File: config.mk
export PLATFORM = sky130hd
export DESIGN_NAME = anchor_iou_best_match_unit
export DESIGN_NICKNAME = d
export VERILOG_FILES = /design/src/rtl/core/aibm_pkg.sv /design/src/rtl/core/anchor_iou_best_match_unit.sv /design/src/rtl/core/aibm_mult.sv /design/src/rtl/core/aibm_cfg.sv /design/src/rtl/core/aibm_fsm.sv
export SDC_FILE = /design/constraint.sdc
export NUM_CORES = 2
export LEC_CHECK = 0
export BUFFER_PORTS_ARGS = -buffer_cell sky130_fd_sc_hd__buf_2
export CORE_MARGIN = 1
export CORE_UTILIZATION = 30
export DETAILED_ROUTE_END_ITERATION = 7
export GPL_TIMING_DRIVEN = 0
export PLACE_DENSITY = 0.48
export SETUP_SLACK_MARGIN = 0.15
export SKIP_LAST_GASP = 1
export SLEW_MARGIN = 20
export SYNTH_ARGS = -nofsm -noshare
export SYNTH_HDL_FRONTEND = slang
export SYNTH_HIERARCHICAL = 1
export SYNTH_SLANG_ARGS = --single-unit
File: constraint.sdc
create_clock -name clk -period 15.9 [get_ports clk]
set_clock_uncertainty 0.15 [all_clocks]
set_input_delay 3.18 -clock clk [delete_from_list [all_inputs] [get_ports clk]]
set_output_delay 3.18 -clock clk [all_outputs]
set_load 0.005 [all_outputs]
File: src/rtl/core/aibm_pkg.sv
`default_nettype none
// ----------------------------------------------------------------------------
// aibm_pkg
// shared types, constants and register codes for the anchor iou best match unit
// ----------------------------------------------------------------------------
package aibm_pkg;

	localparam int MAX_ANCHORS     = 9;
	localparam int MASK_SLOT_COUNT = 3;

	localparam int ANC_DIM_W  = 10;
	localparam int IDX_W      = 4;
	localparam int NET_W      = 11;
	localparam int TRUTH_W    = 16;
	localparam int PIX_W      = TRUTH_W + NET_W;
	localparam int AREA_W     = 2 * PIX_W;
	localparam int OPD_W      = 28;
	localparam int PROD_W     = 2 * OPD_W;
	localparam int ACC_W      = 2 * PROD_W;
	localparam int CFG_IDX_W  = 3;
	localparam int CFG_DATA_W = 60;

	localparam logic [CFG_IDX_W-1:0] REG_ANCHORS_LOW  = 3'd0;
	localparam logic [CFG_IDX_W-1:0] REG_ANCHORS_MID  = 3'd1;
	localparam logic [CFG_IDX_W-1:0] REG_ANCHORS_HIGH = 3'd2;
	localparam logic [CFG_IDX_W-1:0] REG_ANCHOR_COUNT = 3'd3;
	localparam logic [CFG_IDX_W-1:0] REG_NET_WIDTH    = 3'd4;
	localparam logic [CFG_IDX_W-1:0] REG_NET_HEIGHT   = 3'd5;
	localparam logic [CFG_IDX_W-1:0] REG_MASK_SLOTS   = 3'd6;
	localparam logic [CFG_IDX_W-1:0] REG_MASK_COUNT   = 3'd7;

	localparam logic [3:0]       RST_ANCHOR_COUNT = 4'd9;
	localparam logic [NET_W-1:0] RST_NET_WIDTH    = 11'd416;
	localparam logic [NET_W-1:0] RST_NET_HEIGHT   = 11'd416;
	localparam logic [11:0]      RST_MASK_SLOTS   = 12'd2166;
	localparam logic [1:0]       RST_MASK_COUNT   = 2'd3;

	// eight partial products, then a drain step
	localparam logic [3:0] PP_LAST = 4'd8;

	typedef struct packed {
		logic [ANC_DIM_W-1:0] h;
		logic [ANC_DIM_W-1:0] w;
	} anchor_t;

	typedef struct packed {
		anchor_t [MAX_ANCHORS-1:0] anc;
		logic [IDX_W-1:0]          count;
		logic [NET_W-1:0]          net_w;
		logic [NET_W-1:0]          net_h;
		logic [11:0]               mask_slots;
		logic [1:0]                mask_count;
	} cfg_t;

	typedef enum logic [3:0] {
		ST_IDLE,
		ST_TW,
		ST_TH,
		ST_TA,
		ST_TAREA,
		ST_ANC,
		ST_AB,
		ST_UNI,
		ST_CROSS,
		ST_DEC,
		ST_MASK
	} state_t;

	typedef struct packed {
		state_t           state;
		logic [IDX_W-1:0] n;
		logic [3:0]       pp;
		logic             in_ready;
	} ctrl_t;

endpackage
`default_nettype wire

File: src/rtl/core/anchor_iou_best_match_unit.sv
`default_nettype none
// ----------------------------------------------------------------------------
// anchor_iou_best_match_unit
// best-iou anchor search for one truth box with mask slot lookup
// ----------------------------------------------------------------------------
// One item is taken only while the block is idle. It is then matched
// against every anchor up to the clamped anchor count, and a result is
// offered after the last anchor. All products go through one shared 28 x 28
// multiplier: three for the truth scaling and area, two per anchor
// for intersection and anchor area, and eight partial products per anchor
// for the exact cross-multiplied iou compare. The result sits in an output
// register, so the next item can be accepted while it waits to be taken.
// ----------------------------------------------------------------------------
module anchor_iou_best_match_unit (
	input  wire logic                               clk,
	input  wire logic                               arst_n,
	// tdata: truth_width[15:0], truth_height[31:16]
	input  wire logic [31:0]                        s_tdata,
	input  wire logic                               s_tvalid,
	output logic                                    s_tready,
	// tdata: best_anchor[3:0], in_mask[4], mask_slot[6:5], zero[7]
	output logic [7:0]                              m_tdata,
	output logic                                    m_tvalid,
	input  wire logic                               m_tready,
	input  wire logic                               cfg_valid,
	output logic                                    cfg_ready,
	input  wire logic [aibm_pkg::CFG_IDX_W-1:0]     cfg_index,
	input  wire logic [aibm_pkg::CFG_DATA_W-1:0]    cfg_data
);

	localparam int OW = aibm_pkg::OPD_W;
	localparam int PW = aibm_pkg::PROD_W;
	localparam int AW = aibm_pkg::ACC_W;

	aibm_pkg::cfg_t    cfg;
	aibm_pkg::ctrl_t   ctrl;
	aibm_pkg::anchor_t anc_cur;

	logic in_accept;
	logic out_free;

	logic [aibm_pkg::TRUTH_W-1:0] tin_w_q;
	logic [aibm_pkg::TRUTH_W-1:0] tin_h_q;
	logic [aibm_pkg::PIX_W-1:0]   tw_q;
	logic [aibm_pkg::PIX_W-1:0]   th_q;
	logic [aibm_pkg::AREA_W-1:0]  tarea_q;
	logic [PW-1:0]                inter_q;
	logic [PW-1:0]                uni_q;
	logic [PW-1:0]                bi_q;
	logic [PW-1:0]                bu_q;
	logic [AW-1:0]                acc_q;
	logic [aibm_pkg::IDX_W-1:0]   best_q;

	logic [OW-1:0] opd_a;
	logic [OW-1:0] opd_b;
	logic [PW-1:0] prod_q;

	logic [aibm_pkg::PIX_W-1:0] aw_px;
	logic [aibm_pkg::PIX_W-1:0] ah_px;
	logic [aibm_pkg::PIX_W-1:0] iw;
	logic [aibm_pkg::PIX_W-1:0] ih;

	logic [PW-1:0] px;
	logic [PW-1:0] py;
	logic [3:0]    pp_prev;
	logic [AW-1:0] term;
	logic          win;

	logic          found;
	logic [1:0]    slot;
	logic          out_valid_q;
	logic [aibm_pkg::IDX_W-1:0] out_best_q;
	logic          out_in_mask_q;
	logic [1:0]    out_slot_q;

	aibm_cfg u_cfg (
		.clk      (clk),
		.arst_n   (arst_n),
		.wr_en    (cfg_valid & cfg_ready),
		.wr_index (cfg_index),
		.wr_data  (cfg_data),
		.cfg      (cfg)
	);

	aibm_fsm u_fsm (
		.clk       (clk),
		.arst_n    (arst_n),
		.in_accept (in_accept),
		.out_free  (out_free),
		.count     (cfg.count),
		.ctrl      (ctrl)
	);

	aibm_mult u_mult (
		.clk    (clk),
		.a      (opd_a),
		.b      (opd_b),
		.prod_q (prod_q)
	);

	assign cfg_ready = 1'b1;
	assign s_tready  = ctrl.in_ready;
	assign in_accept = s_tvalid & s_tready;
	assign out_free  = !out_valid_q || m_tready;

	// anchor geometry in q.16
	always_comb begin
		anc_cur = cfg.anc[ctrl.n];
		aw_px   = {1'b0, anc_cur.w, 16'b0};
		ah_px   = {1'b0, anc_cur.h, 16'b0};
		iw      = (aw_px < tw_q) ? aw_px : tw_q;
		ih      = (ah_px < th_q) ? ah_px : th_q;
	end

	// partial product operand selection
	always_comb begin
		px = ctrl.pp[2] ? bi_q : inter_q;
		py = ctrl.pp[2] ? uni_q : bu_q;
	end

	always_comb begin
		opd_a = '0;
		opd_b = '0;
		case (ctrl.state)
			aibm_pkg::ST_TW: begin
				opd_a = OW'(tin_w_q);
				opd_b = OW'(cfg.net_w);
			end
			aibm_pkg::ST_TH: begin
				opd_a = OW'(tin_h_q);
				opd_b = OW'(cfg.net_h);
			end
			aibm_pkg::ST_TA: begin
				opd_a = OW'(tw_q);
				opd_b = prod_q[OW-1:0];
			end
			aibm_pkg::ST_ANC: begin
				opd_a = OW'(iw);
				opd_b = OW'(ih);
			end
			aibm_pkg::ST_AB: begin
				opd_a = OW'(anc_cur.w);
				opd_b = OW'(anc_cur.h);
			end
			aibm_pkg::ST_CROSS: begin
				opd_a = ctrl.pp[1] ? px[PW-1:OW] : px[OW-1:0];
				opd_b = ctrl.pp[0] ? py[PW-1:OW] : py[OW-1:0];
			end
			default: begin
				opd_a = '0;
				opd_b = '0;
			end
		endcase
	end

	// weight of the partial product now leaving the product register
	always_comb begin
		pp_prev = ctrl.pp - 4'd1;
		case ({1'b0, pp_prev[1]} + {1'b0, pp_prev[0]})
			2'd0:    term = AW'(prod_q);
			2'd1:    term = AW'(prod_q) << OW;
			default: term = AW'(prod_q) << (2 * OW);
		endcase
	end

	assign win = (uni_q != '0) && !acc_q[AW-1] && (acc_q != '0);

	always_ff @(posedge clk or negedge arst_n) begin
		if (!arst_n) begin
			best_q <= '0;
		end else begin
			if (in_accept) best_q <= '0;
			else if (ctrl.state == aibm_pkg::ST_DEC && win) best_q <= ctrl.n;
		end
	end

	always_ff @(posedge clk) begin
		if (in_accept) begin
			tin_w_q <= s_tdata[15:0];
			tin_h_q <= s_tdata[31:16];
			bi_q    <= '0;
			bu_q    <= PW'(1);
		end
		case (ctrl.state)
			aibm_pkg::ST_TH:    tw_q    <= prod_q[aibm_pkg::PIX_W-1:0];
			aibm_pkg::ST_TA:    th_q    <= prod_q[aibm_pkg::PIX_W-1:0];
			aibm_pkg::ST_TAREA: tarea_q <= prod_q[aibm_pkg::AREA_W-1:0];
			aibm_pkg::ST_AB:    inter_q <= prod_q;
			aibm_pkg::ST_UNI: begin
				uni_q <= {prod_q[PW-33:0], 32'b0} + PW'(tarea_q) - inter_q;
				acc_q <= '0;
			end
			aibm_pkg::ST_CROSS: begin
				if (ctrl.pp != '0) begin
					acc_q <= pp_prev[2] ? (acc_q - term) : (acc_q + term);
				end
			end
			aibm_pkg::ST_DEC: begin
				if (win) begin
					bi_q <= inter_q;
					bu_q <= uni_q;
				end
			end
			default: ;
		endcase
	end

	// first valid mask slot holding the best anchor
	always_comb begin
		found = 1'b0;
		slot  = 2'd3;
		for (int s = aibm_pkg::MASK_SLOT_COUNT - 1; s >= 0; s--) begin
			if ((2'(s) < cfg.mask_count) && (cfg.mask_slots[4*s +: 4] == best_q)) begin
				found = 1'b1;
				slot  = 2'(s);
			end
		end
	end

	always_ff @(posedge clk or negedge arst_n) begin
		if (!arst_n) begin
			out_valid_q <= 1'b0;
		end else if (ctrl.state == aibm_pkg::ST_MASK && out_free) begin
			out_valid_q <= 1'b1;
		end else if (m_tready) begin
			out_valid_q <= 1'b0;
		end
	end

	always_ff @(posedge clk) begin
		if (ctrl.state == aibm_pkg::ST_MASK && out_free) begin
			out_best_q    <= best_q;
			out_in_mask_q <= found;
			out_slot_q    <= slot;
		end
	end

	assign m_tvalid = out_valid_q;
	assign m_tdata  = {1'b0, out_slot_q, out_in_mask_q, out_best_q};

endmodule
`default_nettype wire

File: src/rtl/core/aibm_mult.sv
`default_nettype none
// ----------------------------------------------------------------------------
// aibm_mult
// shared unsigned 28 x 28 multiplier with registered product
// ----------------------------------------------------------------------------
module aibm_mult (
	input  wire logic                         clk,
	input  wire logic [aibm_pkg::OPD_W-1:0]   a,
	input  wire logic [aibm_pkg::OPD_W-1:0]   b,
	output logic      [aibm_pkg::PROD_W-1:0]  prod_q
);

	always_ff @(posedge clk) begin
		prod_q <= a * b;
	end

endmodule
`default_nettype wire

File: src/rtl/core/aibm_cfg.sv
`default_nettype none
// ----------------------------------------------------------------------------
// aibm_cfg
// configuration register file, write channel decode and count clamping
// ----------------------------------------------------------------------------
module aibm_cfg (
	input  wire logic                               clk,
	input  wire logic                               arst_n,
	input  wire logic                               wr_en,
	input  wire logic [aibm_pkg::CFG_IDX_W-1:0]     wr_index,
	input  wire logic [aibm_pkg::CFG_DATA_W-1:0]    wr_data,
	output aibm_pkg::cfg_t                          cfg
);

	logic [aibm_pkg::CFG_DATA_W-1:0] anc_low_q;
	logic [aibm_pkg::CFG_DATA_W-1:0] anc_mid_q;
	logic [aibm_pkg::CFG_DATA_W-1:0] anc_high_q;
	logic [3:0]                      anc_count_q;
	logic [aibm_pkg::NET_W-1:0]      net_w_q;
	logic [aibm_pkg::NET_W-1:0]      net_h_q;
	logic [11:0]                     mask_slots_q;
	logic [1:0]                      mask_count_q;

	always_ff @(posedge clk or negedge arst_n) begin
		if (!arst_n) begin
			anc_low_q    <= '0;
			anc_mid_q    <= '0;
			anc_high_q   <= '0;
			anc_count_q  <= aibm_pkg::RST_ANCHOR_COUNT;
			net_w_q      <= aibm_pkg::RST_NET_WIDTH;
			net_h_q      <= aibm_pkg::RST_NET_HEIGHT;
			mask_slots_q <= aibm_pkg::RST_MASK_SLOTS;
			mask_count_q <= aibm_pkg::RST_MASK_COUNT;
		end else if (wr_en) begin
			unique case (wr_index)
				aibm_pkg::REG_ANCHORS_LOW:  anc_low_q    <= wr_data;
				aibm_pkg::REG_ANCHORS_MID:  anc_mid_q    <= wr_data;
				aibm_pkg::REG_ANCHORS_HIGH: anc_high_q   <= wr_data;
				aibm_pkg::REG_ANCHOR_COUNT: anc_count_q  <= wr_data[3:0];
				aibm_pkg::REG_NET_WIDTH:    net_w_q      <= wr_data[aibm_pkg::NET_W-1:0];
				aibm_pkg::REG_NET_HEIGHT:   net_h_q      <= wr_data[aibm_pkg::NET_W-1:0];
				aibm_pkg::REG_MASK_SLOTS:   mask_slots_q <= wr_data[11:0];
				aibm_pkg::REG_MASK_COUNT:   mask_count_q <= wr_data[1:0];
				default: ;
			endcase
		end
	end

	always_comb begin
		cfg.anc        = {anc_high_q, anc_mid_q, anc_low_q};
		cfg.count      = (anc_count_q > 4'(aibm_pkg::MAX_ANCHORS))
		                 ? 4'(aibm_pkg::MAX_ANCHORS) : anc_count_q;
		cfg.net_w      = net_w_q;
		cfg.net_h      = net_h_q;
		cfg.mask_slots = mask_slots_q;
		cfg.mask_count = (mask_count_q > 2'(aibm_pkg::MASK_SLOT_COUNT))
		                 ? 2'(aibm_pkg::MASK_SLOT_COUNT) : mask_count_q;
	end

endmodule
`default_nettype wire

File: src/rtl/core/aibm_fsm.sv
`default_nettype none
// ----------------------------------------------------------------------------
// aibm_fsm
// sequencer: scaling, per-anchor iou steps, partial product counter, mask lookup
// ----------------------------------------------------------------------------
module aibm_fsm (
	input  wire logic                          clk,
	input  wire logic                          arst_n,
	input  wire logic                          in_accept,
	input  wire logic                          out_free,
	input  wire logic [aibm_pkg::IDX_W-1:0]    count,
	output aibm_pkg::ctrl_t                    ctrl
);

	aibm_pkg::state_t             state_q;
	aibm_pkg::state_t             state_d;
	logic [aibm_pkg::IDX_W-1:0]   n_q;
	logic [3:0]                   pp_q;

	always_comb begin
		state_d = state_q;
		unique case (state_q)
			aibm_pkg::ST_IDLE:  if (in_accept) state_d = aibm_pkg::ST_TW;
			aibm_pkg::ST_TW:    state_d = aibm_pkg::ST_TH;
			aibm_pkg::ST_TH:    state_d = aibm_pkg::ST_TA;
			aibm_pkg::ST_TA:    state_d = aibm_pkg::ST_TAREA;
			aibm_pkg::ST_TAREA: begin
				state_d = (count == '0) ? aibm_pkg::ST_MASK : aibm_pkg::ST_ANC;
			end
			aibm_pkg::ST_ANC:   state_d = aibm_pkg::ST_AB;
			aibm_pkg::ST_AB:    state_d = aibm_pkg::ST_UNI;
			aibm_pkg::ST_UNI:   state_d = aibm_pkg::ST_CROSS;
			aibm_pkg::ST_CROSS: if (pp_q == aibm_pkg::PP_LAST) state_d = aibm_pkg::ST_DEC;
			aibm_pkg::ST_DEC: begin
				state_d = (n_q + 4'd1 == count) ? aibm_pkg::ST_MASK : aibm_pkg::ST_ANC;
			end
			aibm_pkg::ST_MASK:  if (out_free) state_d = aibm_pkg::ST_IDLE;
			default:            state_d = aibm_pkg::ST_IDLE;
		endcase
	end

	always_ff @(posedge clk or negedge arst_n) begin
		if (!arst_n) begin
			state_q <= aibm_pkg::ST_IDLE;
			n_q     <= '0;
			pp_q    <= '0;
		end else begin
			state_q <= state_d;
			if (state_q == aibm_pkg::ST_IDLE) n_q <= '0;
			else if (state_q == aibm_pkg::ST_DEC) n_q <= n_q + 4'd1;
			if (state_q == aibm_pkg::ST_UNI) pp_q <= '0;
			else if (state_q == aibm_pkg::ST_CROSS) pp_q <= pp_q + 4'd1;
		end
	end

	always_comb begin
		ctrl.state    = state_q;
		ctrl.n        = n_q;
		ctrl.pp       = pp_q;
		ctrl.in_ready = (state_q == aibm_pkg::ST_IDLE);
	end

endmodule
`default_nettype wire

# [Yosys cells after proc, flatten, opt, wreduce, memory -nomap -nowiden]
# Cells that the tools add are included.
[classes] n_addsub=8 mul=1 magnitude_cmp=8 n_eq_ne=27 muxes=39 n_bitwise=1 n_reduce_logical=32
[ops] operator="56-bit 2-to-1 mux" n=8
[ops] operator="112-bit one-hot mux with 2 select lines" n=2
[ops] operator="28-bit one-hot mux with 6 select lines" n=2
[ops] operator="112-bit 2-to-1 mux" n=2
[ops] operator="112-bit adder" n=1
[ops] operator="112-bit nonzero test" n=1
[ops] operator="112-bit subtractor" n=1
[ops] operator="20-bit binary-select mux with 4-bit select" n=1
[ops] operator="56-bit by 54-bit adder with 56-bit output" n=1
[ops] operator="28-bit by 28-bit multiplier with 56-bit output" n=1
[ops] operator="28-bit 2-to-1 mux" n=2
[ops] operator="56-bit nonzero test" n=1
[ops] operator="56-bit subtractor" n=1
[ops] operator="26-bit by 27-bit less-than comparator with 1-bit output" n=2
[ops] operator="27-bit 2-to-1 mux" n=2
[ops] operator="4-bit 2-to-1 mux" n=12
[ops] operator="4-bit one-hot mux with 11 select lines" n=1
[ops] operator="20-bit 2-to-1 mux" n=1
[ops] operator="2-bit AND reduction" n=9
[ops] operator="4-bit by 3-bit == test with 1-bit output, second input constant" n=4
[ops] operator="4-bit == test" n=4
[ops] operator="4-bit == test, second input constant" n=4
[ops] operator="3-bit == test, second input constant" n=4
[ops] operator="4-bit by 1-bit adder with 4-bit output, second input constant" n=2
[ops] operator="other kinds (27)" n=47
[totals] regBits=776 input_bits=100 out_inout_bits=11 elab_cells=144

# [Depth between registers and ports, before layout]
[depth] word_depth=8 mapped_depth=47 ltp_nobuf=40

# [Cells and area by module]
# Netlist, hierarchy kept.
[by_module_without_submodules] mod="anchor_iou_best_match_unit" instances=1 cells_per_inst=4147 area_per_inst_um2=36942.9 seq_area_each_um2=13508.0
[by_module_without_submodules] mod="aibm_mult" instances=1 cells_per_inst=2996 area_per_inst_um2=26858.3 seq_area_each_um2=1121.1
[by_module_without_submodules] mod="aibm_cfg" instances=1 cells_per_inst=476 area_per_inst_um2=8341.8 seq_area_each_um2=5525.3
[by_module_without_submodules] mod="aibm_fsm" instances=1 cells_per_inst=95 area_per_inst_um2=832.0 seq_area_each_um2=300.3

# [Least setup slack after synthesis]
# OpenSTA, ideal clock, no wires.
[synth_path] path_type="reg-to-reg" startpoint="reg u_fsm/n_q[0] (netlist bit)" endpoint="reg u_mult/prod_q[53] (netlist bit)" setup_ns=0.126 t_arrival_ns=10.796 required_time_ns=15.624 slack_ns=4.828 path_stages_with_launch=44 n_path_buf=5 synth_period_minus_slack_ns=11.072 cell_sequence="dfrtp_1 -> clkbuf_1 -> buf_1 -> mux4_2 -> mux2i_1 -> o21ai_0 -> ha_1 -> nor4b_1 -> nand4_1 -> o41ai_1 -> a21o_1 -> a21o_1 -> a21o_1 -> a21oi_1 -> o21ai_0 -> o21a_1 -> or2_2 -> clkbuf_1 -> [8 not listed] -> fa_1 -> fa_1 -> inv_1 -> fa_1 -> fa_1 -> inv_1 -> fa_1 -> inv_1 -> ha_1 -> and3_1 -> and2_1 -> a221o_1 -> or3_1 -> a211oi_2 -> nor2_1 -> o21ai_1 -> o211ai_1 -> xor2_1"
[synth_between] elab_chain_len=6 elab_cells_between_ends=9 cone_classes="mul: 1; order compare: 2; mux: 6"
[synth_lines] item="start: declaration" line_no="aibm_fsm.sv:17" source="logic [aibm_pkg::IDX_W-1:0] n_q;"
[synth_lines] item="start signal: assignment" line_no="aibm_fsm.sv:50" source="else if (state_q == aibm_pkg::ST_DEC) n_q <= n_q + 4'd1;"
[synth_lines] item="20-bit binary-select mux with 4-bit select (*)" line_no="anchor_iou_best_match_unit.sv:108" source="anc_cur = cfg.anc[ctrl.n];"
[synth_lines] item="20-bit 2-to-1 mux (implied by the code) (*)" line_no="anchor_iou_best_match_unit.sv:108"
[synth_lines] item="26-bit by 27-bit less-than comparator with 1-bit output" line_no="anchor_iou_best_match_unit.sv:111" source="iw = (aw_px < tw_q) ? aw_px : tw_q;"
[synth_lines] item="27-bit 2-to-1 mux (*)" line_no="anchor_iou_best_match_unit.sv:111"
[synth_lines] item="28-bit one-hot mux with 6 select lines (*)" line_no="anchor_iou_best_match_unit.sv:124" source="case (ctrl.state)"
[synth_lines] item="net opd_a[24]" line_no="anchor_iou_best_match_unit.sv:54" source="logic [OW-1:0] opd_a;"
[synth_lines] item="28-bit by 28-bit multiplier with 56-bit output (*)" line_no="aibm_mult.sv:14" source="prod_q <= a * b;"
[synth_lines] item="end signal: assignment" line_no="aibm_mult.sv:14"
[synth_lines] item="end: declaration" line_no="aibm_mult.sv:10" source="output logic [aibm_pkg::PROD_W-1:0] prod_q"
# Mark *: on every way through the listed nets, which the timed path passes. The rest lies on a longest branch. The select of a mux whose other input is x is not followed.
# A chain may end at the register's enable or synchronous reset.

# [Final worst setup path]
[layout_path] startpoint="reg u_fsm/n_q[1] (netlist bit)" endpoint="reg u_mult/prod_q[53] (netlist bit)"
# Same word-level chain as after synthesis.

==> impl_metrics.csv <==
group,metric,value,unit
outcome,outcome,"finished with violations",
outcome,violations,"DRC",
timing,setup_violations,0,
critical_path,crit_fanout,10,
timing,fin_setup_tns,0,ns
critical_path,required,16.31,ns
timing,slew_headroom,16.6,%
logic_synthesis,synth_fp_nets,8944,
logic_synthesis,synthArstFlopShare,30.5,%
critical_path,path_delay_family,"adder cells",
clocking,clkTransAtPathRegs,0.06,ns
finish,nets,9183,
clocking,hold_buffers,0,
route,ant_nets,0,
critical_path,crit_path_end_kind,"flip-flop",
grt,grt_remaining_overflow,0,
critical_path,worstSetupStartpointType,"flip-flop",
clocking,cts_root_buf,"clkbuf_16",
placed_design,port_buffers,108,
route,drt_drc_violations_left,5,
clocking,cts_buffer_depth,3,
route,wl_met3,21100,microns
logic_synthesis,yosysWarnings,6,
route,drt_iter0_drc,5740,
timing,post-route-period-util,94.1,%
timing,slew_viol_final,0,
route,wl,301000,microns
floorplanning,die_h,495,microns
floorplanning,row_count,180,
critical_path,cp_common_cell,"fa_1",
power,vdd_drop_max,0.262,mV
finish,fillers,24900,
route,wl_per_cell,26.8,microns
floorplanning,io_pins,111,
clocking,postCtsSetupBuffers,0,
timing,hold_viol,0,
placed_design,dpl.hpwl,241000,microns
finish,layout-drive-gt1-share,9.61,%
critical_path,crit_path_max_incr_delay,0.78,ns
logic_synthesis,synthCells,7714,
clocking,numCtsBuffers,91,
grt,antenna_found_initial,28,
placed_design,place_congestion,0.976,
grt,grt_max_degree,100,
floorplanning,fp.coreArea,241000,sq um
critical_path,cp_num_buf_inv,10,
grt,grt_pass1_vias,60300,
logic_synthesis,synth-seq-cells,776,
route,vias_per_cell,5.35,
clocking,cts_sinks,776,
finish,syn_to_final_growth,11.4,%
logic_synthesis,synth_edf_count,371,
timing,worstMarginPinSlew,1.25,ns
min_path,holdCritPathClass,"flip-flop to flip-flop",
power,power.leakage,34.8,nW
floorplanning,die_area,245000,sq um
clocking,tritoncts,"yes",
route,drtPass1Iterations,8,
route,m1WireLength,125000,microns
grt,grt_pass1_wl,431000,microns
logic_synthesis,syn_area,73000,sq um
logic_synthesis,synth_area_leader_cell,"fa_1",
clocking,postCtsResizedCells,0,
floorplanning,initial_utilization,30.3,%
grt,grt.total_usage,24.3,%
route,met2WireLength,140000,microns
floorplanning,die_w,495,microns
logic_synthesis,synth.avg_cell_area,9.46,sq um
flow_run,max-cap-violations,0,
logic_synthesis,synthFlopType,"edfxtp_1",
critical_path,critPathSlowestCell,"o21ai_0",
clocking,worst_skew_pair.late_latency,0.76,ns
route,dr.max_layer_used,"met5",
logic_synthesis,synthTopCellsByCount,"1011 x inv_1, 990 x nand2_1, 698 x fa_1, 438 x and2_1, 432 x ha_1",
logic_synthesis,yosysMostFrequentCell,"inv_1",
timing,rsz0062_at_grt,"false",
logic_synthesis,synth.area.top_cells,"fa_1 19%, edfxtp_1 15%, dfrtp_1 7.6%, ha_1 7.4%, inv_1 5.2%",
critical_path,worstPathArrival,15.38,ns
finish,utilization,33.7,%
critical_path,worst-setup-path-type,"flip-flop to flip-flop",
logic_synthesis,ys_types,112,
logic_synthesis,yosysSeqAreaShare,28.0,%
timing,fmax,66.8,MHz
timing,min_period,14.97,ns
clocking,htreeDepth,3,
logic_synthesis,synth_top_area_share,19.1,%
power,power.density,223,nW/um^2
route,vias,60000,
state kept, by name, summed over array words and instances, names as in the netlist, 54 cells and up:
name              count
u_mult/prod_q        56
u_cfg/anc_mid_q      60
bu_q                 56
u_cfg/anc_low_q      60
uni_q                56
u_cfg/anc_high_q     60
tarea_q              54
acc_q               112
inter_q              56
bi_q                 56
layer usage:
layer	GRT usage, %	up-vias
met5	0	-
met3	4.22	549
met4	10.3	18
met2	39.8	2348
li1	-	26400
met1	31.4	30700
power breakdown:
part | leakage [nW] | switching (W) | internal [W]
Clock | 1.47 | 0.000936 | 0.00122
Sequential | 7.67 | 0.000505 | 0.00274
Combinational | 25.7 | 0.00863 | 0.00411
logic make-up (layout without fill, tap and decap cells):
family / count (synthesis) / count (layout) / share of synthesized area (%)
buffers and inverters: 1461 / 1774 / 7.81
multiplexers: 349 / 349 / 6.81
XOR/XNOR: 299 / 299 / 3.59
flip-flops: 776 / 776 / 28.0
AND/OR/NAND/NOR: 2319 / 2319 / 15.2
adder cells (fa/ha/maj): 1130 / 1130 / 26.6
AO/OA/AOI/OAI: 1378 / 1378 / 12.0
other: 2 / 8 / 0.0103
per-stage QoR:
| stage | power (W) | setup slack (ns) | cell area, sq um | hold slack [ns] | cells |
|---|---|---|---|---|---|
| 2_1_floorplan | 0.0110 | 4.83 | 73000 | 0.256 | 7714 |
| 3_3_place_gp | 0.0157 | 0.0297 | 77500 | 0.291 | 11000 |
| 6_report | 0.0181 | 0.933 | 81300 | 0.304 | 11200 |
| 3_5_place_dp | 0.0158 | 0.661 | 78200 | 0.298 | 11000 |
| 4_1_cts | 0.0180 | 0.537 | 81200 | 0.308 | 11200 |
| 5_1_grt | 0.0193 | 0.441 | 81300 | 0.320 | 11200 |
worst paths after layout:
kind / from / to / slack [ns] / cells after the start
worst max-delay path: u_fsm/n_q[1] / u_mult/prod_q[53] / 0.93 / 43
worst min-delay path: bi_q[50] / bi_q[50] / 0.30 / 2
worst max register to register: u_fsm/n_q[1] / u_mult/prod_q[53] / 0.93 / 43
worst min register to register: bi_q[50] / bi_q[50] / 0.30 / 2
max in group asynchronous: arst_n / u_cfg/anc_mid_q[42] / 12.05 / 3
min in group asynchronous: arst_n / u_cfg/anc_count_q[2] / 2.21 / 1
cells in the final DEF, fill, tap and decap left out, types with 20 or more instances in the layout:
master	instances
edfxtp_1	371
dfxtp_1	161
nor3_1	83
dfrtp_1	221
clkbuf_16	94
fa_1	698
mux2_2	217
a21o_1	128
nand4_1	90
a22oi_1	69
buf_2	134
mux2i_1	31
nor2b_1	21
nand2_1	990
mux4_2	96
o211ai_1	20
buf_6	27
xnor2_1	182
o21ai_0	383
a211oi_1	20
clkbuf_1	378
nand2b_1	31
a21oi_1	357
ha_1	432
o21a_1	29
a31oi_1	53
xor2_1	116
o31ai_1	30
o21bai_1	60
a221o_1	35
nor2_1	390
nor4_1	60
and2_1	438
nand3_1	73
or3_1	20
and3_1	23
buf_4	22
inv_1	1010
worst min-delay path: stages, from the launching register on:
cell	delay, ns
dfxtp_1	0.31
nand2_1	0.05
o21ai_0	0.06
cell type report:
| type | instances | area [sq um] | share of cell area [%] |
|---|---|---|---|
| multi-input cells | 5477 | 46900 | 57.7 |
| flip-flops and latches | 776 | 20500 | 25.2 |
| well taps | 3185 | 3990 | 4.90 |
| inverters | 1011 | 3790 | 4.67 |
| clock buffers | 121 | 2510 | 3.09 |
| plain buffers | 450 | 1930 | 2.38 |
| repair buffers | 146 | 1130 | 1.39 |
| clock inverters | 46 | 499 | 0.614 |
| diodes | 6 | 15.0 | 0.0185 |
Power figures use the tool's default switching activity.
